[src/design/swept_tone_bridge_pulse_generator_core_macros.svh]
// Assertion macros shared by the swept tone bridge pulse generator RTL.
// Depends on nothing; included by the files that carry assertions.
`ifndef SWEPT_TONE_BRIDGE_PULSE_GENERATOR_CORE_MACROS_SVH
`define SWEPT_TONE_BRIDGE_PULSE_GENERATOR_CORE_MACROS_SVH

// Same-cycle implication, disabled while reset is asserted.
`define ASSERT_IMPLIES(lbl, clk, rstn, ante, cons) \
  lbl: assert property (@(posedge clk) disable iff (!rstn) (ante) |-> (cons)) \
    else $error("implication check failed");

// Next-cycle implication, disabled while reset is asserted.
`define ASSERT_NEXT(lbl, clk, rstn, ante, cons) \
  lbl: assert property (@(posedge clk) disable iff (!rstn) (ante) |=> (cons)) \
    else $error("next-cycle check failed");

`endif

[src/design/stbpg_pkg.sv]
// Shared types and constants for the swept tone bridge pulse generator.
// Depends on nothing; imported by every module of the block.
`default_nettype none

package stbpg_pkg;

  localparam int FreqBits = 12;
  localparam int FreqW    = 12;
  localparam int DurW     = 16;
  localparam int PctW     = 7;
  localparam int MsW      = 8;
  localparam int PatW     = 4;
  localparam int LenW     = 16;
  localparam int DivNumW  = 28;
  localparam int DivDenW  = 21;

  // Division by 100 as floor(x * Recip100 / 2**RecipShift), exact for x below 2**30.
  localparam int RecipW     = 27;
  localparam int RecipShift = 33;
  localparam int ProdW      = DivNumW + RecipW;
  localparam logic [RecipW-1:0] Recip100 = 27'd85899346;

  localparam logic [PatW-1:0] PatHighOn = 4'h5;
  localparam logic [PatW-1:0] PatLowOn  = 4'h9;
  localparam logic [PatW-1:0] PatOff    = 4'h1;

  localparam logic [PctW-1:0] PctFull      = 7'd100;
  localparam logic [PctW-1:0] RatioReset   = 7'd85;
  localparam logic [MsW-1:0]  SubstepReset = 8'd20;

  localparam logic CfgRatio   = 1'b0;
  localparam logic CfgSubstep = 1'b1;

  typedef struct packed {
    logic             cmd;
    logic [FreqW-1:0] start_freq;
    logic [FreqW-1:0] end_freq;
    logic [DurW-1:0]  duration;
    logic [PctW-1:0]  duty;
  } item_t;

  typedef struct packed {
    logic               start;
    logic [DivNumW-1:0] dividend;
    logic [DivDenW-1:0] divisor;
  } div_req_t;

  typedef struct packed {
    logic               busy;
    logic               done;
    logic [DivNumW-1:0] quotient;
  } div_rsp_t;

  function automatic logic [PatW-1:0] phase_pattern(input logic [1:0] idx);
    logic [PatW-1:0] pat;
    case (idx)
      2'd0:    pat = PatHighOn;
      2'd2:    pat = PatLowOn;
      default: pat = PatOff;
    endcase
    return pat;
  endfunction

endpackage

`default_nettype wire

[src/design/stbpg_div.sv]
// Shared restoring divider, one quotient bit per cycle.
// Depends on stbpg_pkg.
`default_nettype none

module stbpg_div (
  input  logic                clk_i,
  input  logic                rst_ni,
  input  stbpg_pkg::div_req_t req_i,
  output stbpg_pkg::div_rsp_t rsp_o
);
  import stbpg_pkg::*;

  localparam logic [4:0] Steps = 5'(DivNumW);

  logic [DivNumW-1:0] quot_q, quot_d;
  logic [DivDenW-1:0] rem_q, rem_d, den_q, den_d;
  logic [4:0]         cnt_q, cnt_d;
  logic               busy_q, busy_d, done_q, done_d;
  logic [DivDenW:0]   shifted, trial;

  assign shifted = {rem_q, quot_q[DivNumW-1]};
  assign trial   = shifted - {1'b0, den_q};

  always_comb begin
    quot_d = quot_q;
    rem_d  = rem_q;
    den_d  = den_q;
    cnt_d  = cnt_q;
    busy_d = busy_q;
    done_d = 1'b0;
    if (req_i.start) begin
      quot_d = req_i.dividend;
      rem_d  = '0;
      den_d  = req_i.divisor;
      cnt_d  = Steps;
      busy_d = 1'b1;
    end else if (busy_q) begin
      if (!trial[DivDenW]) begin
        rem_d  = trial[DivDenW-1:0];
        quot_d = {quot_q[DivNumW-2:0], 1'b1};
      end else begin
        rem_d  = shifted[DivDenW-1:0];
        quot_d = {quot_q[DivNumW-2:0], 1'b0};
      end
      cnt_d = cnt_q - 5'd1;
      if (cnt_q == 5'd1) begin
        busy_d = 1'b0;
        done_d = 1'b1;
      end
    end
  end

  always_ff @(posedge clk_i) begin
    quot_q <= quot_d;
    rem_q  <= rem_d;
    den_q  <= den_d;
  end

  always_ff @(posedge clk_i or negedge rst_ni) begin
    if (!rst_ni) begin
      cnt_q  <= 5'd0;
      busy_q <= 1'b0;
      done_q <= 1'b0;
    end else begin
      cnt_q  <= cnt_d;
      busy_q <= busy_d;
      done_q <= done_d;
    end
  end

  assign rsp_o.busy     = busy_q;
  assign rsp_o.done     = done_q;
  assign rsp_o.quotient = quot_q;

endmodule

`default_nettype wire

[config.mk]
export PLATFORM = sky130hd
export DESIGN_NAME = stbpg_div
export DESIGN_NICKNAME = d
export VERILOG_FILES = /design/src/design/swept_tone_bridge_pulse_generator_core_macros.svh /design/src/design/stbpg_pkg.sv /design/src/design/stbpg_div.sv
export SDC_FILE = /design/constraint.sdc
export NUM_CORES = 1
export LEC_CHECK = 0
export BUFFER_PORTS_ARGS = -buffer_cell sky130_fd_sc_hd__buf_4
export CAP_MARGIN = 20
export CORE_ASPECT_RATIO = 0.9
export CORE_UTILIZATION = 55
export DETAILED_ROUTE_END_ITERATION = 8
export GPL_ROUTABILITY_DRIVEN = 0
export PLACE_DENSITY = 0.78
export SKIP_CTS_REPAIR_TIMING = 1
export SLEW_MARGIN = 10
export SYNTH_ARGS = -nofsm -noshare
export SYNTH_HDL_FRONTEND = slang
export SYNTH_SLANG_ARGS = --single-unit
[constraint.sdc]
create_clock -name clk_i -period 2.96 [get_ports clk_i]
set_input_delay 0.296 -clock clk_i [delete_from_list [all_inputs] [get_ports clk_i]]
set_output_delay 0.296 -clock clk_i [all_outputs]
set_load 0.01 [all_outputs]
Yosys cells after proc, flatten, opt, wreduce, memory -nomap -nowiden --
Index checks and enable logic that the tools add are counted.
Operators by class: mux-type cells 12, reductions and logical operators 1, add/sub/neg operators 2, equality and inequality tests 1
Operators with widths (number):
- 2-to-1 mux 28 bit | 2
- subtractor 22 x 21 -> 22 bit | 1
- 2-to-1 mux 21 bit | 1
- 2-to-1 mux 5 bit | 2
- 2-to-1 mux 1 bit | 7
- equality test 5 x 1 -> 1 bit (second input constant) | 1
- subtractor 5 x 1 -> 5 bit (second input constant) | 1
- nonzero test 2 bit | 1
Word-level totals: register bits 77, output and inout port bits 30, bits of input ports 52, logic and storage cells 22

Depth between registers and ports, before layout --
Gate-level depths: netlist (run 1).
depth in word-level cells 4, depth in mapped cells 12, gate-level depth less buffers 11

Worst setup path after synthesis (run 1) --
Ideal clock, no wire load.
kind register to register, start register den_q[12], end register quot_q[0] (data pin), stages on the path, launching flop included 11, library setup time 0.260 ns, buffers on the path 2, arrival 2.467 ns, period minus slack after synthesis 2.727 ns, data required time 2.700 ns, setup slack 0.233 ns, cell sequence edfxtp_1 -> inv_1 -> ha_1 -> buf_4 -> nand2_1 -> or4_1 -> o211a_1 -> o31a_4 -> xnor2_4 -> buf_6 -> mux2_2
On the way: longest elaborated chain between the ends 4
RTL lines:
- start: declaration | line stbpg_div.sv:16 | logic [DivDenW-1:0] rem_q, rem_d, den_q, den_d;
- start signal: assignment | line stbpg_div.sv:56 | den_q <= den_d;
- subtractor 22 x 21 -> 22 bit | line stbpg_div.sv:22 | assign trial = shifted - {1'b0, den_q};
- 2-to-1 mux 1 bit | line stbpg_div.sv:38 | if (!trial[DivDenW]) begin
- 2-to-1 mux 28 bit | line stbpg_div.sv:37 | end else if (busy_q) begin
- 2-to-1 mux 28 bit | line stbpg_div.sv:31 | if (req_i.start) begin
- via quot_d[0] | line stbpg_div.sv:15 | logic [DivNumW-1:0] quot_q, quot_d;
- end signal: assignment | line stbpg_div.sv:54 | quot_q <= quot_d;
- end: declaration | line stbpg_div.sv:15
The timed path passes the listed nets, and every way through them passes these cells. The select of a mux whose other input is x is not followed. A chain may end at the register's enable or synchronous reset.

Final worst setup path (run 1) --
start register den_q[7], end register rem_q[14]
On the way: longest elaborated chain between the ends 2
RTL lines:
- subtractor 22 x 21 -> 22 bit | line stbpg_div.sv:22
- 2-to-1 mux 21 bit | line stbpg_div.sv:38
- end signal: assignment | line stbpg_div.sv:55 | rem_q <= rem_d;
- end: declaration | line stbpg_div.sv:16
No other way between the ends.

==> results of run 1 <==
## metal layers
metal,wire [um],vias to the layer above,share of wire
li1,-,1627,-
met1,4180,1602,0.44
met2,4460,103,0.47
met3,664,12,0.070
met4,133,0,0.014
met5,0,-,0
## power groups by stage
| stage | Clock [mW] | Combinational, mW | Sequential [mW] |
|---|---|---|---|
| floorplan | 0 | 1.45 | 1.52 |
| global placement | 0 | 1.91 | 1.53 |
| detailed placement | 0 | 1.95 | 1.54 |
| CTS | 0.766 | 1.97 | 1.52 |
| global route | 0.802 | 2.35 | 1.56 |
| finish | 0.748 | 2.16 | 1.53 |
## cells in the mapped netlist (4+ instances only)
| library cell | n |
|---|---|
| edfxtp_1 | 49 |
| nor2_1 | 36 |
| mux2_2 | 29 |
| inv_1 | 25 |
| ha_1 | 23 |
| dfxtp_1 | 21 |
| a211oi_1 | 18 |
| a21oi_1 | 18 |
| mux2i_1 | 17 |
| clkbuf_1 | 15 |
| nand2_1 | 14 |
| xnor2_1 | 13 |
| a21o_1 | 7 |
| dfrtp_1 | 7 |
| nor2b_1 | 7 |
| o21ai_0 | 7 |
| nand2b_1 | 6 |
| xor2_1 | 6 |
| nor3_1 | 5 |
| o21a_1 | 5 |
| a31oi_1 | 4 |
| nand3_1 | 4 |
| nand4_1 | 4 |
| nor3b_1 | 4 |
| o31ai_1 | 4 |
## area by class of cell
type                    count  area (um^2)  share of cell area
flip-flops and latches     77         2070               0.386
repair buffers             98          766               0.143
well taps                  96          120              0.0224
clock inverters             7         55.1              0.0103
clock buffers               9          124              0.0231
multi-input cells         269         2130               0.397
inverters                  25         93.8              0.0175
## critical path: cells and delay by family (launching register included)
kind | cells | cell delay (ns)
AO/OA/AOI/OAI | 3 | 0.75
XOR/XNOR | 1 | 0.28
adder cells (fa/ha/maj) | 1 | 0.28
buffers and inverters | 2 | 0.24
flip-flops | 1 | 0.33
multiplexers | 1 | 0.25
AND/OR/NAND/NOR | 2 | 0.62
## state kept, by name (all words and copies together) (netlist names)
name and cells:
busy_q 1, cnt_q 5, den_q 21, done_q 1, quot_q 28, rem_q 21
## cell families (layout without fill, tap and decap cells)
family / Yosys count / after routing
AND/OR/NAND/NOR: 94 / 94
AO/OA/AOI/OAI: 85 / 85
flip-flops: 77 / 77
multiplexers: 46 / 46
buffers and inverters: 46 / 139
adder cells (fa/ha/maj): 24 / 24
XOR/XNOR: 20 / 20
## worst paths after layout
path / from / endpoint / slack, ns / depth (start not counted)
setup / recovery: den_q[7]$_DFFE_PP_ / rem_q[14]$_SDFFE_PP0P_ / 0.06 / 10
hold / removal: req_i[19] / den_q[19]$_DFFE_PP_ / 0.11 / 1
setup reg to reg: den_q[7]$_DFFE_PP_ / rem_q[14]$_SDFFE_PP0P_ / 0.06 / 10
hold reg to reg: rem_q[17]$_SDFFE_PP0P_ / rem_q[17]$_SDFFE_PP0P_ / 0.51 / 2
max in group asynchronous: rst_ni / cnt_q[4]$_DFFE_PN0P_ / 2.55 / 2
min in group asynchronous: rst_ni / cnt_q[0]$_DFFE_PN0P_ / 0.29 / 2
==> metrics.csv, run 1 <==
metric,value,unit
syn avg cell area,11.1,um^2
global routing's busiest layer,met2,
main combinational cell family by area after synthesis,compound AO/OA/AOI/OAI gates,
cell area after synthesis,4340,um^2
complex-gate fraction of the synthesized area,0.138,
most frequent cells in the layout,"buf_4, edfxtp_1, nor2_1",
setup ws final,0.0620,ns
post-synth net total,468,
#FFs+latches synth,77,
clk buf depth,2,
post-route ant nets,0,
TritonRoute pass-1 iters,5,
final worst-path cycle share,0.979,
Util after Layout,0.706,
total die area,8240,um^2
clk_skew,0.0157,ns
clock power share,0.169,
Psw,1.68,mW
ys async rst share,0.0909,
Total Routing Usage GR,0.240,
CP Data Arrival Time,3.12,ns
prevailing post-synth register cell,edfxtp_1,
clk root buf,clkbuf_8,
Crit path required time,3.18,ns
switching part of the total,0.378,
total congestion overflow,0,
mux cell area share after synthesis,0.115,
Clock Latency Late Sink,0.36,ns
final hold viol count,0,
Post-Synth XOR/XNOR Area,0.0447,
routing usage on met1,0.327,
vias,3344,
min Tclk post-route,2.90,ns
relative slew slack,0.553,
fin cells,581,
DP Area,5060,um^2
fraction of layout instances using a drive strength above 1,0.322,
CTS Sinks,77,
fillers,556,
CTS H-tree depth,3,
drt drc,0,
Synth Area in Adders,0.0710,
Worst Setup End Kind,flip-flop,
CP startpoint kind,flip-flop,
placed cell count,560,
ant diodes,0,
slew at the pin with the worst max-slew slack,0.670,ns
design area,5350,um^2
initial antenna violation count,0,
Row Count,30,
VDD IR max,373,uV
"most common cell after layout, fill and taps aside",buf_4,
I/O Buffers,81,
power per standard cell area,829,nW/um^2
1st-iter DRT viols,259,
# IOs,82,
initial core utilization,0.572,
Crit Path Category,flip-flop to flip-flop,
total CTS buffers,9,
grt met2 use,0.371,
Internal Pwr Total,2.76,mW
CORE AREA,7580,um^2
Post-Synthesis Cells,392,
Total Wirelength,9.45,mm
leakage power,2.30,nW
simple-gate area share of the yosys netlist,0.108,
Yosys cell types,55,
met3 GRT Util,0.0675,
Die Y,86.2,um
"Area growth, synth to finish",23.4,%
biggest cell delay along the critical path,0.53,ns
status,completed,
setup_tns,0,ns
reported max-cap violation count,0,
routed len/inst,16.3,um
Post-synth EDFFs,49,
WHS,0.110,ns
nets@finish,556,
sequential power share,0.345,
largest net degree at the start of global routing,60,
Synth top area share,0.339,
pre-CTS setup slack,0.0188,ns
highest net fanout along the worst path,8,
crit-path cells,inv_1 -> ha_1 -> nand2_1 -> or4_1 -> o211a_1 -> o31a_4 -> xnor2_4 -> buf_8 -> mux2i_2 -> a211oi_1,
vias in the first global route,3169,
total power,4.43,mW
top post-synthesis cells by area,"edfxtp_1, dfxtp_1, mux2_2",
Yosys warnings,0,
min-delay worst type,input pin to flip-flop,
CP max stage cell,or4_1,
Die W,95.6,um
global-route wire length before repair,15.1,mm
# setup viols final,0,
vias per cell,5.76,
Logic pwr share,0.486,
hpwl dp,6.58,mm
post-synth top area cell,edfxtp_1,
"Slew Viols, Final",0,
clk slew on worst S/H paths,0.09,ns
Fmax achieved,345,MHz
TritonCTS clock tree,built,
fraction of the yosys area taken by sequential cells,0.477,
No activity file was read; power rests on OpenSTA's default activity.
==> inputs of run 2 (changes only) <==
--- a/config.mk
+++ b/config.mk
@@ -5,15 +5,16 @@
 export SDC_FILE = /design/constraint.sdc
 export NUM_CORES = 1
 export LEC_CHECK = 0
-export BUFFER_PORTS_ARGS = -buffer_cell sky130_fd_sc_hd__buf_4
 export CAP_MARGIN = 20
 export CORE_ASPECT_RATIO = 0.9
+export CORE_MARGIN = 3
 export CORE_UTILIZATION = 55
 export DETAILED_ROUTE_END_ITERATION = 8
+export DONT_BUFFER_PORTS = 1
 export GPL_ROUTABILITY_DRIVEN = 0
-export PLACE_DENSITY = 0.78
+export PLACE_DENSITY = 0.69
 export SKIP_CTS_REPAIR_TIMING = 1
-export SLEW_MARGIN = 10
+export SLEW_MARGIN = 20
 export SYNTH_ARGS = -nofsm -noshare
 export SYNTH_HDL_FRONTEND = slang
 export SYNTH_SLANG_ARGS = --single-unit
==> run 2 against run 1 <==
  * Worst setup slack improved by 0.024 ns
  * Sequential share of layout area grew 4.9 points
  * Wire length shrank 8.4%
  * Final cell count fell by 13%
  * Core utilization decreased by 8.0 points
  * Die area increased by 9.0%
  * Register-to-register slack gained 0.02 ns
  * Clock power grew 11%
  * Flip-flop and latch count is the same
  * Combinational power is 15% lower
  * First-iteration DRC count decreased by 41%
==> metrics.csv, run 2 (synthesis gave the netlist of run 1 again) <==
metric,value,unit,change
status,completed,,
Total Wirelength,8.65,mm,-8.4%
RSZ-0062 raised after global routing,false,,
total congestion overflow,0,,unchanged
min-delay worst type,input pin to flip-flop,,
highest net fanout along the worst path,10,,+2
Row Count,30,,unchanged
number of flip-flops in the largest register,28,,unchanged
Crit Path Category,flip-flop to flip-flop,,
Total Routing Usage GR,0.197,,-0.0430
CP startpoint kind,flip-flop,,
vias,2950,,-12%
TritonRoute pass-1 iters,4,,-1
"Slew Viols, Final",0,,unchanged
"most common cell after layout, fill and taps aside",edfxtp_1,,
Die W,99.6,um,+4.2%
top flop regs,"quot_q x28, den_q x21, rem_q x21",,
Fmax achieved,348,MHz,+0.82%
drt drc,0,,unchanged
fraction of layout instances using a drive strength above 1,0.157,,-0.165
min Tclk post-route,2.87,ns,-0.0236 ns
total CTS buffers,9,,unchanged
nets@finish,479,,-14%
CORE AREA,7580,um^2,unchanged
most frequent cells in the layout,"edfxtp_1, nor2_1, mux2_2",,
Crit path required time,3.19,ns,about the same
CTS Sinks,77,,unchanged
vias per cell,5.84,,+1.5%
VDD IR max,543,uV,+46%
slew at the pin with the worst max-slew slack,0.621,ns,-0.0494 ns
TritonCTS clock tree,built,,
hold path cells,0,,-1
reported max-cap violation count,0,,unchanged
CTS H-tree depth,3,,unchanged
Clock Latency Late Sink,0.36,ns,about the same
routed len/inst,17.1,um,+5.4%
hpwl dp,5.98,mm,-9.2%
final worst-path cycle share,0.971,,-0.00799
setup_tns,0,ns,unchanged
clk root buf,clkbuf_8,,
# setup viols final,0,,unchanged
clk slew on worst S/H paths,0.09,ns,about the same
global-route wire length before repair,14.0,mm,-7.2%
total power,4.21,mW,-5.1%
R2R depth,10,,unchanged
Worst Setup End Kind,flip-flop,,
"Area growth, synth to finish",9.44,%,
vias in the first global route,2886,,-8.9%
Top reg by flops,quot_q,,
initial antenna violation count,1,,+1
Die Y,90.2,um,+4.6%
post-route ant nets,0,,unchanged
largest net degree at the start of global routing,84,,+40%
CP Data Arrival Time,3.10,ns,-0.02 ns
initial core utilization,0.572,,unchanged
# IOs,82,,unchanged
Util after Layout,0.626,,-0.0800
clk_skew,0.0135,ns,-0.00221 ns
clk buf depth,2,,unchanged
1st-iter DRT viols,154,,-41%
power per standard cell area,887,nW/um^2,+7.1%
relative slew slack,0.586,,+0.0330
leakage power,1.93,nW,-16%
total die area,8990,um^2,+9.0%
WHS,0.0363,ns,-0.0740 ns
final hold viol count,0,,unchanged
I/O Buffers,0,,-100%
[run 2: metrics by stage]
| step | std cells | worst slack [ns] | cell area, um^2 |
|---|---|---|---|
| finish | 505 | 0.0857 | 4740 |
| CTS | 496 | 0.113 | 4660 |
| floorplan | 392 | 0.233 | 4340 |
| global placement | 480 | 0.171 | 4460 |
| global route | 505 | 0.0108 | 4740 |
| detailed placement | 480 | 0.134 | 4460 |
[run 2: routing by layer]
layer	up-vias	wire, um	track usage	share of wire
li1	1460	-	-	-
met1	1379	3880	0.257	0.45
met4	0	70	0.0523	0.0081
met5	-	0	0	0
met3	8	755	0.0962	0.087
met2	103	3950	0.292	0.46
[run 2: critical path, cell delays in order (launching register included)]
cell      delay, ns
edfxtp_1       0.33
inv_1          0.04
ha_1           0.29
nand2_1        0.09
or4_1          0.54
o211a_1        0.28
o31a_4         0.39
xnor2_4        0.17
buf_4          0.23
mux2i_1        0.27
a211oi_1       0.10
[run 2: area by class of cell]
class                           instances  area [um^2]
Fill cell                             624         2840
Sequential cell                        77         2070
Multi-Input combinational cell        269         2070
Timing Repair Buffer                   21          190
Clock buffer                            9          124
Tap cell                               96          120
Inverter                               25         93.8
Clock inverter                          7         81.3
Antenna cell                            1         2.50
[run 2: path summary, 6_finish.rpt]
kind,to,start,slack [ns]
setup / recovery,rem_q[18]$_SDFFE_PP0P_,den_q[12]$_DFFE_PP_,0.09
max in group asynchronous,cnt_q[3]$_DFFE_PN0P_,rst_ni,2.46
min in group asynchronous,cnt_q[0]$_DFFE_PN0P_,rst_ni,0.26
hold reg to reg,rem_q[10]$_SDFFE_PP0P_,rem_q[10]$_SDFFE_PP0P_,0.51
hold / removal,den_q[17]$_DFFE_PP_,req_i[17],0.04
setup reg to reg,rem_q[18]$_SDFFE_PP0P_,den_q[12]$_DFFE_PP_,0.09
[run 2: power by group]
group / switching (mW) / internal, mW / leakage [nW] / total, mW
clock: 0.425 / 0.404 / 0.107 / 0.829
sequential: 0.179 / 1.36 / 0.751 / 1.54
combinational: 0.939 / 0.897 / 1.07 / 1.84
==> inputs of run 3 (changes only) <==
--- a/config.mk
+++ b/config.mk
@@ -11,8 +11,7 @@
 export CORE_UTILIZATION = 55
 export DETAILED_ROUTE_END_ITERATION = 8
 export DONT_BUFFER_PORTS = 1
-export GPL_ROUTABILITY_DRIVEN = 0
-export PLACE_DENSITY = 0.69
+export PLACE_DENSITY = 0.7
 export SKIP_CTS_REPAIR_TIMING = 1
 export SLEW_MARGIN = 20
 export SYNTH_ARGS = -nofsm -noshare
==> run 3 against run 2 <==
  * Wire length fell by 1.6%
  * Clock-buffer cell count did not move
  * Final cell count fell by 1.4%
  * Core utilization fell by 1.0 points
  * First-iteration DRC count rose by 9.1%
  * Via count fell by 0.98%
  * Flip-flop and latch count did not move
  * Register-to-register slack improved by 0.05 ns
  * Critical path depth did not move
  * Largest cell class unchanged
  * Highest routed layer unchanged
==> metrics.csv, run 3 (synthesis gave the netlist of run 1 again) <==
metric,value,unit,change
number of flip-flops in the largest register,28,,unchanged
Die Y,90.2,um,unchanged
initial antenna violation count,0,,-1
final hold viol count,0,,unchanged
reg-to-reg critical path startpoint,den_q[7]$_DFFE_PP_,,
clk_skew,0.0127,ns,-0.000779 ns
clk root buf,clkbuf_8,,
TritonCTS clock tree,built,,
CP startpoint,den_q[7]$_DFFE_PP_,,
min Tclk post-route,2.82,ns,-0.0518 ns
gpl congestion,0.842,,
# IOs,82,,unchanged
CTS Sinks,77,,unchanged
fraction of layout instances using a drive strength above 1,0.154,,-0.00263
global-route wire length before repair,13.6,mm,-3.0%
highest net fanout along the worst path,7,,-3
reported max-cap violation count,0,,unchanged
Top reg by flops,quot_q,,
min-delay worst type,input pin to flip-flop,,
TritonRoute pass-1 iters,4,,unchanged
ant diodes,0,,-1
CTS H-tree depth,3,,unchanged
I/O Buffers,0,,unchanged
# setup viols final,0,,unchanged
slew at the pin with the worst max-slew slack,0.662,ns,+0.0411 ns
top flop regs,"quot_q x28, den_q x21, rem_q x21",,
total CTS buffers,9,,unchanged
power per standard cell area,888,nW/um^2,+0.14%
post-route ant nets,0,,unchanged
leakage power,1.89,nW,-1.9%
WHS,0.0157,ns,-0.0205 ns
vias,2921,,-0.98%
initial core utilization,0.572,,unchanged
Die W,99.6,um,unchanged
"Slew Viols, Final",0,,unchanged
Crit path required time,3.20,ns,about the same
VDD IR max,340,uV,-37%
Crit Path Category,flip-flop to flip-flop,,
CP startpoint kind,flip-flop,,
vias in the first global route,2872,,-0.49%
Total Routing Usage GR,0.189,,-0.00715
reg2reg end,rem_q[1]$_SDFFE_PP0P_,,
Worst R2R Setup Slack,0.14,ns,+0.05 ns
total congestion overflow,0,,unchanged
clk slew on worst S/H paths,0.09,ns,about the same
drt drc,0,,unchanged
Clock Latency Late Sink,0.36,ns,about the same
RSZ-0062 raised after global routing,false,,
nets@finish,473,,-1.3%
most frequent cells in the layout,"edfxtp_1, nor2_1, mux2_2",,
"Area growth, synth to finish",7.65,%,
"most common cell after layout, fill and taps aside",edfxtp_1,,
total die area,8990,um^2,unchanged
final worst-path cycle share,0.954,,-0.0175
Row Count,30,,unchanged
hpwl dp,5.80,mm,-3.0%
largest net degree at the start of global routing,84,,unchanged
CP Capture Point,rem_q[1]$_SDFFE_PP0P_,,
Fmax achieved,354,MHz,+1.8%
1st-iter DRT viols,168,,+9.1%
hold path startpoint,req_i[49],,
Total Wirelength,8.51,mm,-1.6%
fillers,642,,+2.9%
clk buf depth,2,,unchanged
Worst Setup End Kind,flip-flop,,
relative slew slack,0.559,,-0.0274
setup_tns,0,ns,unchanged
vias per cell,5.87,,+0.41%
routed len/inst,17.1,um,-0.25%
CP Data Arrival Time,3.06,ns,-0.04 ns
R2R depth,10,,unchanged
CORE AREA,7580,um^2,unchanged
status,completed,,
## run 3: worst min-delay path by stage
stage          depth (start not counted)  slack (ns)                      to
4_1_cts                                0       -0.39        busy_q$_DFF_PN0_
6_report                               1        0.02  rem_q[13]$_SDFFE_PP0P_
5_1_grt                                1       0.004   rem_q[7]$_SDFFE_PP0P_
3_5_place_dp                           0      0.0006    cnt_q[2]$_DFFE_PN0P_
2_1_floorplan                          0      0.0004        busy_q$_DFF_PN0_
3_3_place_gp                           0      0.0006    cnt_q[2]$_DFFE_PN0P_
## run 3: metrics by stage
| step | area [um^2] | cells | power (mW) | setup slack [ns] | utilization |
|---|---|---|---|---|---|
| after floorplan | 4340 | 392 | 2.98 | 0.233 | - |
| after global placement | 4440 | 479 | 3.30 | 0.210 | 0.585 |
| after detailed placement | 4440 | 479 | 3.32 | 0.156 | 0.585 |
| after CTS | 4630 | 495 | 4.15 | 0.121 | 0.611 |
| after global routing | 4670 | 498 | 4.43 | 0.0101 | 0.616 |
| final | 4670 | 498 | 4.15 | 0.137 | 0.616 |
## run 3: per-layer routing
layer	track usage	vias to the layer above	wire length [um]
li1	-	1453	-
met2	0.304	54	4090
met3	0.0535	14	362
met1	0.245	1400	3940
met5	0	-	0
met4	0.0660	0	121
## run 3: where the power goes
group          total (mW)  switching (mW)  internal (mW)
registers            1.54           0.180           1.36
logic                1.79           0.921          0.873
clock network       0.808           0.415          0.393
## run 3: critical path: stages (launching register included)
cell and delay (ns):
edfxtp_1 0.34, inv_1 0.05, ha_1 0.28, nand2_1 0.08, or4_1 0.50, o211a_1 0.28
o31a_4 0.39, xnor2_4 0.14, buf_4 0.17, nor4bb_1 0.14, or3_1 0.33
## run 3: layout make-up
type,instances,area [um^2],share of cell area
flip-flops and latches,77,2070,0.443
multi-input cells,269,2070,0.443
clock buffers,9,124,0.0265
repair buffers,15,124,0.0265
well taps,96,120,0.0257
inverters,25,93.8,0.0201
clock inverters,7,72.6,0.0155
