<file path="src/design/swept_tone_bridge_pulse_generator_core_macros.svh">
// Assertion macros shared by the swept tone bridge pulse generator RTL.
// Depends on nothing; included by the files that carry assertions.
`ifndef SWEPT_TONE_BRIDGE_PULSE_GENERATOR_CORE_MACROS_SVH
`define SWEPT_TONE_BRIDGE_PULSE_GENERATOR_CORE_MACROS_SVH

// Same-cycle implication, disabled while reset is asserted.
`define ASSERT_IMPLIES(lbl, clk, rstn, ante, cons) \
  lbl: assert property (@(posedge clk) disable iff (!rstn) (ante) |-> (cons)) \
    else $error("implication check failed");

// Next-cycle implication, disabled while reset is asserted.
`define ASSERT_NEXT(lbl, clk, rstn, ante, cons) \
  lbl: assert property (@(posedge clk) disable iff (!rstn) (ante) |=> (cons)) \
    else $error("next-cycle check failed");

`endif

</file>
<file path="src/design/stbpg_pkg.sv">
// Shared types and constants for the swept tone bridge pulse generator.
// Depends on nothing; imported by every module of the block.
`default_nettype none

package stbpg_pkg;

  localparam int FreqBits = 12;
  localparam int FreqW    = 12;
  localparam int DurW     = 16;
  localparam int PctW     = 7;
  localparam int MsW      = 8;
  localparam int PatW     = 4;
  localparam int LenW     = 16;
  localparam int DivNumW  = 28;
  localparam int DivDenW  = 21;

  // Division by 100 as floor(x * Recip100 / 2**RecipShift), exact for x below 2**30.
  localparam int RecipW     = 27;
  localparam int RecipShift = 33;
  localparam int ProdW      = DivNumW + RecipW;
  localparam logic [RecipW-1:0] Recip100 = 27'd85899346;

  localparam logic [PatW-1:0] PatHighOn = 4'h5;
  localparam logic [PatW-1:0] PatLowOn  = 4'h9;
  localparam logic [PatW-1:0] PatOff    = 4'h1;

  localparam logic [PctW-1:0] PctFull      = 7'd100;
  localparam logic [PctW-1:0] RatioReset   = 7'd85;
  localparam logic [MsW-1:0]  SubstepReset = 8'd20;

  localparam logic CfgRatio   = 1'b0;
  localparam logic CfgSubstep = 1'b1;

  typedef struct packed {
    logic             cmd;
    logic [FreqW-1:0] start_freq;
    logic [FreqW-1:0] end_freq;
    logic [DurW-1:0]  duration;
    logic [PctW-1:0]  duty;
  } item_t;

  typedef struct packed {
    logic               start;
    logic [DivNumW-1:0] dividend;
    logic [DivDenW-1:0] divisor;
  } div_req_t;

  typedef struct packed {
    logic               busy;
    logic               done;
    logic [DivNumW-1:0] quotient;
  } div_rsp_t;

  function automatic logic [PatW-1:0] phase_pattern(input logic [1:0] idx);
    logic [PatW-1:0] pat;
    case (idx)
      2'd0:    pat = PatHighOn;
      2'd2:    pat = PatLowOn;
      default: pat = PatOff;
    endcase
    return pat;
  endfunction

endpackage

`default_nettype wire

</file>
<file path="src/design/stbpg_front.sv">
// Input side: accepts stream transfers, saturates the duty and queues items.
// Depends on stbpg_pkg.
`default_nettype none

module stbpg_front (
  input  logic                clk_i,
  input  logic                rst_ni,
  input  logic                s_axis_tvalid,
  output logic                s_axis_tready,
  input  logic [47:0]         s_axis_tdata,  // start_freq, end_freq, duration, duty
  input  logic                s_axis_tuser,  // cmd
  output logic                item_valid_o,
  output stbpg_pkg::item_t    item_o,
  input  logic                pop_i
);
  import stbpg_pkg::*;

  item_t      mem_q [2];
  logic       wptr_q, rptr_q;
  logic [1:0] cnt_q;
  logic       wr, rd;
  item_t      in_item;
  logic [PctW-1:0] duty_raw;

  assign duty_raw = s_axis_tdata[46:40];
  always_comb begin
    in_item.cmd        = s_axis_tuser;
    in_item.start_freq = s_axis_tdata[11:0];
    in_item.end_freq   = s_axis_tdata[23:12];
    in_item.duration   = s_axis_tdata[39:24];
    in_item.duty       = (duty_raw > PctFull) ? PctFull : duty_raw;
  end

  assign s_axis_tready = (cnt_q != 2'd2);
  assign wr = s_axis_tvalid && s_axis_tready;
  assign rd = pop_i && (cnt_q != 2'd0);
  assign item_valid_o = (cnt_q != 2'd0);
  assign item_o = mem_q[rptr_q];

  always_ff @(posedge clk_i) begin
    if (wr) begin
      mem_q[wptr_q] <= in_item;
    end
  end

  always_ff @(posedge clk_i or negedge rst_ni) begin
    if (!rst_ni) begin
      wptr_q <= 1'b0;
      rptr_q <= 1'b0;
      cnt_q  <= 2'd0;
    end else begin
      if (wr) wptr_q <= ~wptr_q;
      if (rd) rptr_q <= ~rptr_q;
      cnt_q <= cnt_q + {1'b0, wr} - {1'b0, rd};
    end
  end

endmodule

`default_nettype wire

</file>
<file path="config.mk">
export PLATFORM = sky130hd
export DESIGN_NAME = stbpg_front
export DESIGN_NICKNAME = d
export VERILOG_FILES = /design/src/design/swept_tone_bridge_pulse_generator_core_macros.svh /design/src/design/stbpg_pkg.sv /design/src/design/stbpg_front.sv
export SDC_FILE = /design/constraint.sdc
export NUM_CORES = 1
export LEC_CHECK = 0
export ABC_AREA = 1
export BUFFER_PORTS_ARGS = -buffer_cell sky130_fd_sc_hd__buf_4
export CAP_MARGIN = 40
export CORE_MARGIN = 2
export CORE_UTILIZATION = 56
export DETAILED_ROUTE_END_ITERATION = 12
export PLACE_DENSITY_LB_ADDON = 0.2
export RECOVER_POWER = 50
export SLEW_MARGIN = 20
export SYNTH_ARGS = -nofsm -noshare
export SYNTH_HDL_FRONTEND = slang
export SYNTH_SLANG_ARGS = --single-unit
export TNS_END_PERCENT = 5
</file>
<file path="constraint.sdc">
create_clock -name clk_i -period 6.6 [get_ports clk_i]
set_input_delay 0.66 -clock clk_i [delete_from_list [all_inputs] [get_ports clk_i]]
set_output_delay 0.66 -clock clk_i [all_outputs]
set_load 0.02 [all_outputs]
</file>
# Word level (Yosys, flattened, before mapping)
# Memory sizes are Yosys's and may differ from the RTL's.
# Index checks and enable logic that the tools add are counted.
# Widths: inputs -> output; s select.
[totals]
reg_bits = 4
latch_bits = 0
mem_bits_rw = 96
mem_bits_ro = 0
input_bits = 53
out_inout_bits = 50
word_cells = 16
n_memories = 1
[classes]
add_sub_neg = 2
n_mul = 0
n_div = 0
n_lt_le_gt_ge = 1
n_eq_ne = 1
shift = 0
mux = 3
bitwise = 2
reduce_logical = 3
[memory_table]
columns = ["name", "words", "word_bits", "read_ports", "rd_ports_with_merged_regs", "write_ports", "line", "source"]
rows = [
  ["mem_q", 2, 48, 1, 0, 1, "stbpg_front.sv:18", "item_t mem_q [2];"],
]
[op_table]
columns = ["cell", "count"]
rows = [
  ["$gt 7x7->1 const B", 1],
  ["$mux 7", 1],
  ["$add 2x1->2", 1],
  ["$logic_and 1x1->1", 2],
  ["$mux 1", 2],
  ["$ne 2x2->1 const B", 1],
  ["$not 1->1", 2],
  ["$reduce_bool 2->1", 1],
  ["$sub 2x1->2", 1],
]

# Longest topological paths before layout
# Gate-level depths: netlist of the first run.
[depth]
depth_word = 4
mapped_depth = 11
mapped_depth_nobuf = 11

# Worst setup path after synthesis of the first run
# No wires, ideal clock.
[synth_timing]
path_kind = "input port to flip-flop"
startpoint = "input port s_axis_tvalid"
endpoint = "memory mem_q[1][0] (netlist name), enable pin"
setup_ns = 0.455
arrival_time_ns = 2.841
required_ns = 6.145
path_slack_ns = 3.304
stages = 2
path_buffers = 0
cell_sequence = "nand2_1 -> nor2_1"
[synth_between]
elab_chain_len = 3
[synth_lines]
columns = ["item", "line", "source"]
rows = [
  ["from (decl)", "stbpg_front.sv:8", "input logic s_axis_tvalid,"],
  ["$logic_and 1x1->1", "stbpg_front.sv:35", "assign wr = s_axis_tvalid && s_axis_tready;"],
  ["$mux 1", "stbpg_front.sv:41", "if (wr) begin"],
  ["$mux 1 (not written as such)", "stbpg_front.sv:42", "mem_q[wptr_q] <= in_item;"],
  ["to (decl)", "stbpg_front.sv:18", ""],
]
# Every way passes these cells.

# Worst setup path in the final report of the first run
[layout_timing]
startpoint = "register cnt_q[1]"
endpoint = "memory mem_q[0][8] (netlist name), enable pin"
[layout_between]
elab_chain_len = 4
[layout_lines]
columns = ["item", "line", "source"]
rows = [
  ["from (decl)", "stbpg_front.sv:20", "logic [1:0] cnt_q;"],
  ["from (signal assigned)", "stbpg_front.sv:54", "cnt_q <= cnt_q + {1'b0, wr} - {1'b0, rd};"],
  ["$ne 2x2->1", "stbpg_front.sv:34", "assign s_axis_tready = (cnt_q != 2'd2);"],
  ["$logic_and 1x1->1", "stbpg_front.sv:35", ""],
  ["$mux 1", "stbpg_front.sv:41", ""],
  ["$mux 1 (not written as such)", "stbpg_front.sv:42", ""],
]
# Every way passes these cells.

==> out/results.ini, run 1 <==
[run_status]
status = finished with violations
violations = max-capacitance violations, max-slew violations

[sta]
setup_viol = 0
worstMarginPinSlew_ps = 2780
rsz0062_at_grt = false
final_hold_viol_count = 0
holdWs_ps = 131
min_period_ps = 3250
max_slew_margin = -0.852
fmax_mhz = 308
worst_slack_ps = 3350
tns_ps = 0
drv_slew = 49
finalCritPeriodShare = 0.492
clock_skew_ps = 4.98

[finish]
n_antenna_cell = 0
fin_cells = 487
fill_cells = 485
syn2layout_area_growth_pct = 27.3
final_core_util = 0.724
final_layout_size_suffix_gt1_frac = 0.265
fin_nets = 457
fin_area_sq_mm = 0.00484

[synthesis]
synth.top_cells.by_count = 156 x nand2_1, 96 x edfxtp_1, 13 x inv_1
avgSynthCellArea_sq_um = 12.7
yosys.area.top_type = edfxtp_1
ys_seq_area_frac = 0.785
synth_top_family_by_area = simple AND/OR/NAND/NOR gates
synthTopCellsByArea = edfxtp_1 76%, nand2_1 15%, dfrtp_1 2.6%, inv_1 1.3%, buf_6 1.2%
yosys.area_share.simple = 0.162
syn_nets = 353
synth_compound_area_frac = 0.00790
yosysMostFrequentCell = nand2_1
synthDistinctLibCells = 17
synthXorXnorAreaFrac = 0.00461
synthMuxAreaShare = 0
synth_edf_count = 96
synthAdderAreaFrac = 0.00329
async_flop_share = 0.0400
syn_inst = 299
synthFlopType = edfxtp_1
netlist_area_sq_mm = 0.00380
synth-seq-cells = 100
yosys_warnings = 0
synth_top_area_share = 0.758

[placed_design]
gp_congestion = 0.716
io_buffer_count = 101
dpl_cell_area_sq_mm = 0.00466
preCtsSetupSlack_ps = 4230
dp_cells = 471
hpwl_mm = 4.49

[setup_path]
reg2reg_setup_slack_ps = 3350
slowest_stage = clkbuf_1
cp_max_fo = 48
r2r-end = mem_q[0][8]$_DFFE_PP_
timing.critical_path.to_type = register
cp_common_cell = nand2_1
rr_worst_depth = 4
crit_family = buffers and inverters
r2r-start = cnt_q[1]$_DFF_PN0_
path_buf_inv = 1
max_stage_delay_ps = 1970
cp_data_required_time_ps = 6510
crit_type = reg2reg
crit_chain = nand2_1, nand2_1, nor2_4, clkbuf_1
arrival_ps = 3160
cp-start-kind = register

[global_routing]
grt_pass1_vias = 2417
grt_util_all_layers = 0.198
antenna_found_initial = 0
grt_pass1_wl_mm = 11.1
grt_max_degree = 49
gr-total-overflow = 0

[power_and_ir_drop]
total_power_mw = 2.28
p_leak_nw = 2.09
powerDensity_mw_per_mm2 = 471
ir_worst_vdd_uv = 293

[clock_network]
cts_resized = 0
clock_sinks = 100
clock_path_buffers = 2
postCtsSetupRepairBufs = 0
htreeDepth = 3
cts_tree = done
numCtsBuffers = 9
cts.hold.buffers_added = 0
clk_pin_slew_ps = 80
insertion_delay_ps = 350
ctsRootBufferMaster = clkbuf_8

[route]
initialDrtViolationCount = 138
post_drt_via_cell_ratio = 4.94
first_pass_iters = 4
drt_wl_total_mm = 7.01
wire_per_inst_um = 14.4
final_antenna_net_count = 0
num_vias = 2408
drcViolationCount = 0

[die]
initial_utilization = 0.569
die_x_um = 86.4
core_area_sq_mm = 0.00668
rows = 30
ioPinCount = 103
die_h_um = 86.4
die_area_sq_mm = 0.00746

[hold_path]
hold_path.class = in2async

[flow_run]
maxCapViolations = 1

## worst register-to-register path: stages (launching register included)
cell,delay (ps)
dfrtp_1,420
nand2_1,120
nand2_1,170
nor2_4,110
clkbuf_1,1970
## routing by layer
metal / GRT usage / share of wire
met1: 0.236 / 0.39
met2: 0.332 / 0.51
met5: 0 / 0
met3: 0.0486 / 0.066
met4: 0.111 / 0.035
## state kept, by name, indices dropped and copies added (netlist names)
register and count:
cnt_q 2, mem_q 96, rptr_q 1, wptr_q 1
## cell usage in the layout, fill, tap and decap left out, types with 3 or more instances in the layout
| cell | n |
|---|---|
| buf_4 | 56 |
| clkbuf_1 | 15 |
| dfrtp_1 | 3 |
| inv_1 | 13 |
| clkbuf_8 | 9 |
| edfxtp_1 | 96 |
| bufinv_16 | 3 |
| nand2_1 | 156 |
| a21oi_1 | 5 |
| clkbuf_4 | 32 |
| nor2_1 | 5 |
## cells by family after synthesis
| group | count (synthesis) |
|---|---|
| and+or+nand+nor | 163 |
| buffers and inverters | 27 |
| DFF | 100 |
| AOI/OAI and AO/OA | 6 |
| xor gates and xnor gates | 2 |
| adders and majority gates | 1 |
## how the worst max path moves through the flow
stage | endpoint | cells past startpoint | start
6_report | mem_q[0][8]$_DFFE_PP_ | 4 | cnt_q[1]$_DFF_PN0_
3_5_place_dp | item_o[24] | 5 | rptr_q$_DFFE_PN0P_
4_1_cts | item_o[4] | 5 | rptr_q$_DFFE_PN0P_
2_1_floorplan | mem_q[1][0]$_DFFE_PP_ | 2 | s_axis_tvalid
5_1_grt | mem_q[0][20]$_DFFE_PP_ | 4 | cnt_q[1]$_DFF_PN0_
3_3_place_gp | item_o[0] | 4 | rptr_q$_DFFE_PN0P_
## cell type report
type,count,area (sq um),area share
clock inverters,6,104,0.0215
clock buffers,9,124,0.0256
multi-input cells,172,681,0.141
inverters,14,52.6,0.0109
flip-flops and latches,100,2980,0.617
repair buffers,106,792,0.164
well taps,80,100,0.0207
## power breakdown
| part | switching (mW) | internal, mW |
|---|---|---|
| Clock | 0.189 | 0.247 |
| Combinational | 0.576 | 0.344 |
| Sequential | 0.0475 | 0.874 |
| Total | 0.813 | 1.47 |
Power figures use the tool's default switching activity.
==> run 2: changes to the inputs <==
--- a/config.mk
+++ b/config.mk
@@ -9,7 +9,7 @@
 export BUFFER_PORTS_ARGS = -buffer_cell sky130_fd_sc_hd__buf_4
 export CAP_MARGIN = 40
 export CORE_MARGIN = 2
-export CORE_UTILIZATION = 56
+export CORE_UTILIZATION = 52
 export DETAILED_ROUTE_END_ITERATION = 12
 export PLACE_DENSITY_LB_ADDON = 0.2
 export RECOVER_POWER = 50
==> constraint.sdc (replaced) <==
create_clock -name clk_i -period 3.3 [get_ports clk_i]
set_input_delay 0.33 -clock clk_i [delete_from_list [all_inputs] [get_ports clk_i]]
set_output_delay 0.33 -clock clk_i [all_outputs]
set_load 0.02 [all_outputs]
==> out/results.ini, run 2 (synthesized netlist as in run 1, its figures left out) <==
[run_status]
status = completed

[power_and_ir_drop]
p_int_mw = 2.65  ; +81%
p_leak_nw = 2.04  ; -2.3%
powerDensity_mw_per_mm2 = 893  ; +90%
combPwrFrac = 0.423  ; +0.019
seqPwrFrac = 0.425  ; +0.020
ir_worst_vdd_uv = 555  ; +90%
pwr-share-clk = 0.152  ; -0.039
p_sw_frac = 0.379  ; +0.0225
p_switching_mw = 1.62  ; +99%

[global_routing]
grt_pass1_vias = 2243  ; -7.2%
grt_pass1_wl_mm = 10.4  ; -6.2%
antenna_found_initial = 0  ; unchanged
gr-total-overflow = 0  ; unchanged
grt_max_degree = 50  ; +2.0%
grt_util_all_layers = 0.180  ; -0.0183

[placed_design]
dp_cells = 490  ; +4.0%
hpwl_mm = 4.61  ; +2.6%
io_buffer_count = 101  ; unchanged
gp_congestion = 0.706  ; -1.4%

[setup_path]
cp_max_fo = 24  ; -50%
timing.critical_path.to_type = register
cp_common_cell = nand2_1
reg2reg_setup_slack_ps = 920  ; -2440 ps
crit_chain = nand2_1, nand2_1, nor2_1, clkbuf_2
arrival_ps = 2360  ; -800 ps
max_stage_delay_ps = 660  ; -1310 ps
crit_type = reg2reg
slowest_stage = nor2_1
cp_data_required_time_ps = 3280  ; -3230 ps
cp-start-kind = register
rr_worst_depth = 4  ; unchanged

[clock_network]
clock_path_buffers = 2  ; unchanged
clk_pin_slew_ps = 90  ; about the same
htreeDepth = 3  ; unchanged
cts_tree = done
clock_sinks = 100  ; unchanged
insertion_delay_ps = 340  ; about the same
numCtsBuffers = 9  ; unchanged
cts_resized = 0  ; unchanged
ctsRootBufferMaster = clkbuf_8

[die]
die_area_sq_mm = 0.00801  ; +7.3%
ioPinCount = 103  ; unchanged
core_area_sq_mm = 0.00718  ; +7.4%
rows = 31  ; +3.3%
initial_utilization = 0.530  ; -0.0392
die_x_um = 89.5  ; +3.6%
die_h_um = 89.5  ; +3.6%

[hold_path]
hold_path.class = in2reg
hold_depth = 1

[sta]
tns_ps = 0  ; unchanged
holdWs_ps = 184  ; +53.5 ps
setup_viol = 0  ; unchanged
final_hold_viol_count = 0  ; unchanged
fmax_mhz = 419  ; +36%
clock_skew_ps = 8.29  ; +3.31 ps
drv_slew = 0  ; -100%
min_period_ps = 2380  ; -862 ps
finalCritPeriodShare = 0.723  ; +0.231
rsz0062_at_grt = false
worstMarginPinSlew_ps = 806  ; -1970 ps
max_slew_margin = 0.461  ; +1.31

[finish]
largestRegisters = mem_q x96, cnt_q x2
largest_reg_flops = 96  ; unchanged
fin_cells = 507  ; +4.1%
layout_common_cells = 156 x nand2_1, 96 x edfxtp_1, 56 x buf_4
n_antenna_cell = 0  ; unchanged
fin_nets = 458  ; +0.22%
mostFrequentLayoutCell = nand2_1
syn2layout_area_growth_pct = 25.7
regMostFlops = mem_q
final_layout_size_suffix_gt1_frac = 0.265  ; -0.000650
fill_cells = 566  ; +17%

[flow_run]
maxCapViolations = 0  ; -1

[route]
final_antenna_net_count = 0  ; unchanged
drcViolationCount = 0  ; unchanged
post_drt_via_cell_ratio = 4.72  ; -4.6%
num_vias = 2391  ; -0.71%
wire_per_inst_um = 13.9  ; -3.6%
first_pass_iters = 4  ; unchanged
initialDrtViolationCount = 119  ; -14%
drt_wl_total_mm = 7.04  ; +0.40%

[run 2: cell types whose count changed in the layout (fill, tap and decap cells not counted)]
cell / delta
bufinv_16: -3
buf_16: -2
clkinv_2: -2
clkinvlp_4: +2
buf_12: +1
clkbuf_1: +1
clkbuf_2: +1
clkbuf_4: +1
clkinv_4: +1
dlygate4sd3_1: +1
nor2_1: -1
nor2_2: +1
[run 2: path summary, 6_finish.rpt]
path,from,endpoint
max in group asynchronous,rst_ni,rptr_q$_DFFE_PN0P_
min in group asynchronous,rst_ni,cnt_q[0]$_DFF_PN0_
hold / removal,s_axis_tdata[34],mem_q[0][17]$_DFFE_PP_
setup reg to reg,cnt_q[1]$_DFF_PN0_,mem_q[1][47]$_DFFE_PP_
setup / recovery,cnt_q[1]$_DFF_PN0_,mem_q[1][47]$_DFFE_PP_
hold reg to reg,cnt_q[0]$_DFF_PN0_,cnt_q[0]$_DFF_PN0_
[run 2: worst max-delay path, delay by kind of cell, from the launching register on]
family | cells | cell delay [ps]
AND/OR/NAND/NOR | 3 | 930
flip-flops | 1 | 420
buffers and inverters | 1 | 660
[run 2: layout make-up]
class	instances	area [sq um]	area share
clock buffer	11	131	0.0275
tap	99	124	0.0259
inverter	14	52.6	0.0110
timing repair buffer	107	776	0.162
multi-input combinational	172	683	0.143
clock inverter	4	27.5	0.00576
sequential	100	2980	0.625
[run 2: per-layer routing]
layer,up-vias,share of wire,track usage
met3,5,0.056,0.0554
met4,0,0.0097,0.0502
li1,1196,-,-
met2,70,0.53,0.315
met5,-,0,0
met1,1120,0.40,0.216
[run 2: power by group through the flow]
stage          Sequential [mW]  Clock, mW  Combinational [mW]
3_3_place_gp              1.83          0                1.80
4_1_cts                   1.82      0.668                1.83
3_5_place_dp              1.84          0                1.83
5_1_grt                   1.84      0.722                1.99
2_1_floorplan             1.84          0                1.11
6_report                  1.81      0.650                1.80
[run 2: timing repair]
action	in CTS	in global routing
setup buffers	0	0
hold buffers	1	0
endpoints found under the hold margin	4	0
setup endpoints to repair	0	0
[run 2: through the flow]
step / setup WS, ps / cell area, sq um / total power, mW / util
6_report: 915 / 4780 / 4.27 / 0.666
5_1_grt: 772 / 4780 / 4.55 / 0.666
4_1_cts: 1150 / 4820 / 4.32 / 0.672
3_5_place_dp: 1370 / 4650 / 3.67 / 0.648
3_3_place_gp: 1350 / 4650 / 3.62 / 0.648
2_1_floorplan: 16.4 / 3800 / 2.95 / -
==> run 3: changes to the inputs <==
==> constraint.sdc (replaced) <==
create_clock -name clk_i -period 2.33 [get_ports clk_i]
set_input_delay 0.233 -clock clk_i [delete_from_list [all_inputs] [get_ports clk_i]]
set_output_delay 0.233 -clock clk_i [all_outputs]
set_load 0.02 [all_outputs]
==> out/results.ini, run 3 (synthesized netlist as in run 1, its figures left out) <==
[setup_path]
arrival_ps = 1980  ; -380 ps
timing.critical_path.to_type = register
critPathCapture = mem_q[0][33]$_DFFE_PP_
r2r-start = cnt_q[0]$_DFF_PN0_
reg2reg_setup_slack_ps = 320  ; -600 ps
cp_max_fo = 37  ; +54%
cp_data_required_time_ps = 2300  ; -980 ps
crit_type = reg2reg
rr_worst_depth = 5  ; +1
cp-startpoint = cnt_q[0]$_DFF_PN0_
cp-start-kind = register
r2r-end = mem_q[0][33]$_DFFE_PP_

[route]
post_drt_via_cell_ratio = 4.73  ; +0.29%
num_vias = 2398  ; +0.29%
wire_per_inst_um = 13.1  ; -5.6%
final_antenna_net_count = 0  ; unchanged
drt_wl_total_mm = 6.64  ; -5.6%
first_pass_iters = 4  ; unchanged
initialDrtViolationCount = 126  ; +5.9%
drcViolationCount = 0  ; unchanged

[finish]
n_antenna_cell = 0  ; unchanged
fin_nets = 458  ; unchanged
fin_area_sq_mm = 0.00481  ; +0.63%
final_core_util = 0.670  ; +0.00418
mostFrequentLayoutCell = nand2_1
regMostFlops = mem_q
largest_reg_flops = 96  ; unchanged
final_layout_size_suffix_gt1_frac = 0.270  ; +0.00490
syn2layout_area_growth_pct = 26.5
largestRegisters = mem_q x96, cnt_q x2
layout_common_cells = 156 x nand2_1, 96 x edfxtp_1, 55 x buf_4
fin_cells = 507  ; unchanged

[power_and_ir_drop]
powerDensity_mw_per_mm2 = 1270  ; +43%
p_leak_nw = 2.06  ; +1.1%
p_sw_frac = 0.371  ; -0.00794
combPwrFrac = 0.415  ; -0.008
p_int_mw = 3.85  ; +46%
p_switching_mw = 2.28  ; +41%
seqPwrFrac = 0.418  ; -0.007
ir_worst_vdd_uv = 923  ; +66%
pwr-share-clk = 0.167  ; +0.015

[die]
core_area_sq_mm = 0.00718  ; unchanged
die_h_um = 89.5  ; unchanged
initial_utilization = 0.530  ; unchanged
ioPinCount = 103  ; unchanged
die_x_um = 89.5  ; unchanged
rows = 31  ; unchanged
die_area_sq_mm = 0.00801  ; unchanged

[clock_network]
insertion_delay_ps = 340  ; about the same
cts.hold.buffers_added = 1  ; unchanged
numCtsBuffers = 9  ; unchanged
cts_tree = done
clk_pin_slew_ps = 90  ; about the same
clock_path_buffers = 2  ; unchanged
postCtsSetupRepairBufs = 0  ; unchanged
clock_sinks = 100  ; unchanged
ctsRootBufferMaster = clkbuf_8
htreeDepth = 3  ; unchanged
cts_resized = 0  ; unchanged

[global_routing]
grt_pass1_vias = 2252  ; +0.40%
antenna_found_initial = 0  ; unchanged
gr-total-overflow = 0  ; unchanged
grt_pass1_wl_mm = 9.97  ; -4.1%
grt_util_all_layers = 0.169  ; -0.0107
grt_max_degree = 50  ; unchanged

[hold_path]
hold_path.class = in2reg

[sta]
max_slew_margin = 0.416  ; -0.0449
rsz0062_at_grt = false
clock_skew_ps = 7.08  ; -1.21 ps
finalCritPeriodShare = 0.865  ; +0.142
final_hold_viol_count = 0  ; unchanged
setup_viol = 0  ; unchanged
drv_slew = 0  ; unchanged
fmax_mhz = 496  ; +18%
min_period_ps = 2010  ; -370 ps
worstMarginPinSlew_ps = 876  ; +70.3 ps

[placed_design]
hpwl_mm = 4.24  ; -8.0%
dpl_cell_area_sq_mm = 0.00468  ; +0.70%
dp_cells = 491  ; +0.20%
gp_congestion = 0.784  ; +11%
io_buffer_count = 101  ; unchanged

[flow_run]
maxCapViolations = 0  ; unchanged

[run_status]
status = completed

[run 3: how the worst min path moves through the flow]
stage,from,endpoint,slack [ps],depth (start not counted)
finish,s_axis_tdata[9],mem_q[1][44]$_DFFE_PP_,90,1
global route,s_axis_tdata[8],mem_q[0][43]$_DFFE_PP_,60,1
CTS,s_axis_tdata[8],mem_q[1][43]$_DFFE_PP_,50,1
detailed placement,rst_ni,cnt_q[0]$_DFF_PN0_,40,1
global placement,rst_ni,cnt_q[0]$_DFF_PN0_,30,1
floorplan,rst_ni,cnt_q[0]$_DFF_PN0_,-60,0
[run 3: final cells by class]
class | instances | area (sq um)
clock buffer | 10 | 128
clock inverter | 5 | 53.8
multi-input combinational | 172 | 683
inverter | 14 | 52.6
tap | 99 | 124
fill | 524 | 2370
sequential | 100 | 2980
timing repair buffer | 107 | 783
[run 3: routing by layer]
layer / up-vias / wire, um / share of wire / global-route usage
met1: 1121 / 2740 / 0.41 / 0.185
met4: 0 / 104 / 0.016 / 0.0651
met3: 8 / 391 / 0.059 / 0.0609
met2: 72 / 3410 / 0.51 / 0.300
li1: 1197 / - / - / -
met5: - / 0 / 0 / 0
[run 3: power groups by stage]
stage               Clock [mW]  Combinational (mW)  Sequential (mW)
global placement             0                2.60             2.58
floorplan                    0                1.58             2.59
detailed placement           0                2.64             2.60
global route              1.11                2.81             2.60
CTS                       1.04                2.64             2.56
finish                    1.02                2.55             2.56
[run 3: through the flow]
| step | TNS [ps] | power [mW] | setup WS (ps) | hold WS [ps] |
|---|---|---|---|---|
| 3_3_place_gp | 0 | 5.18 | 696 | 31.2 |
| 3_5_place_dp | 0 | 5.24 | 656 | 35.1 |
| 2_1_floorplan | -14430 | 4.17 | -160 | -62.6 |
| 5_1_grt | 0 | 6.52 | 185 | 58.7 |
| 4_1_cts | 0 | 6.25 | 457 | 47.4 |
| 6_report | 0 | 6.13 | 316 | 88.4 |
[run 3: critical path, cell delays in order (launching register included)]
cell and delay (ps):
dfrtp_1 380, inv_1 60, nand2_1 90, nand2_1 180
nor2_1 200, buf_2 720
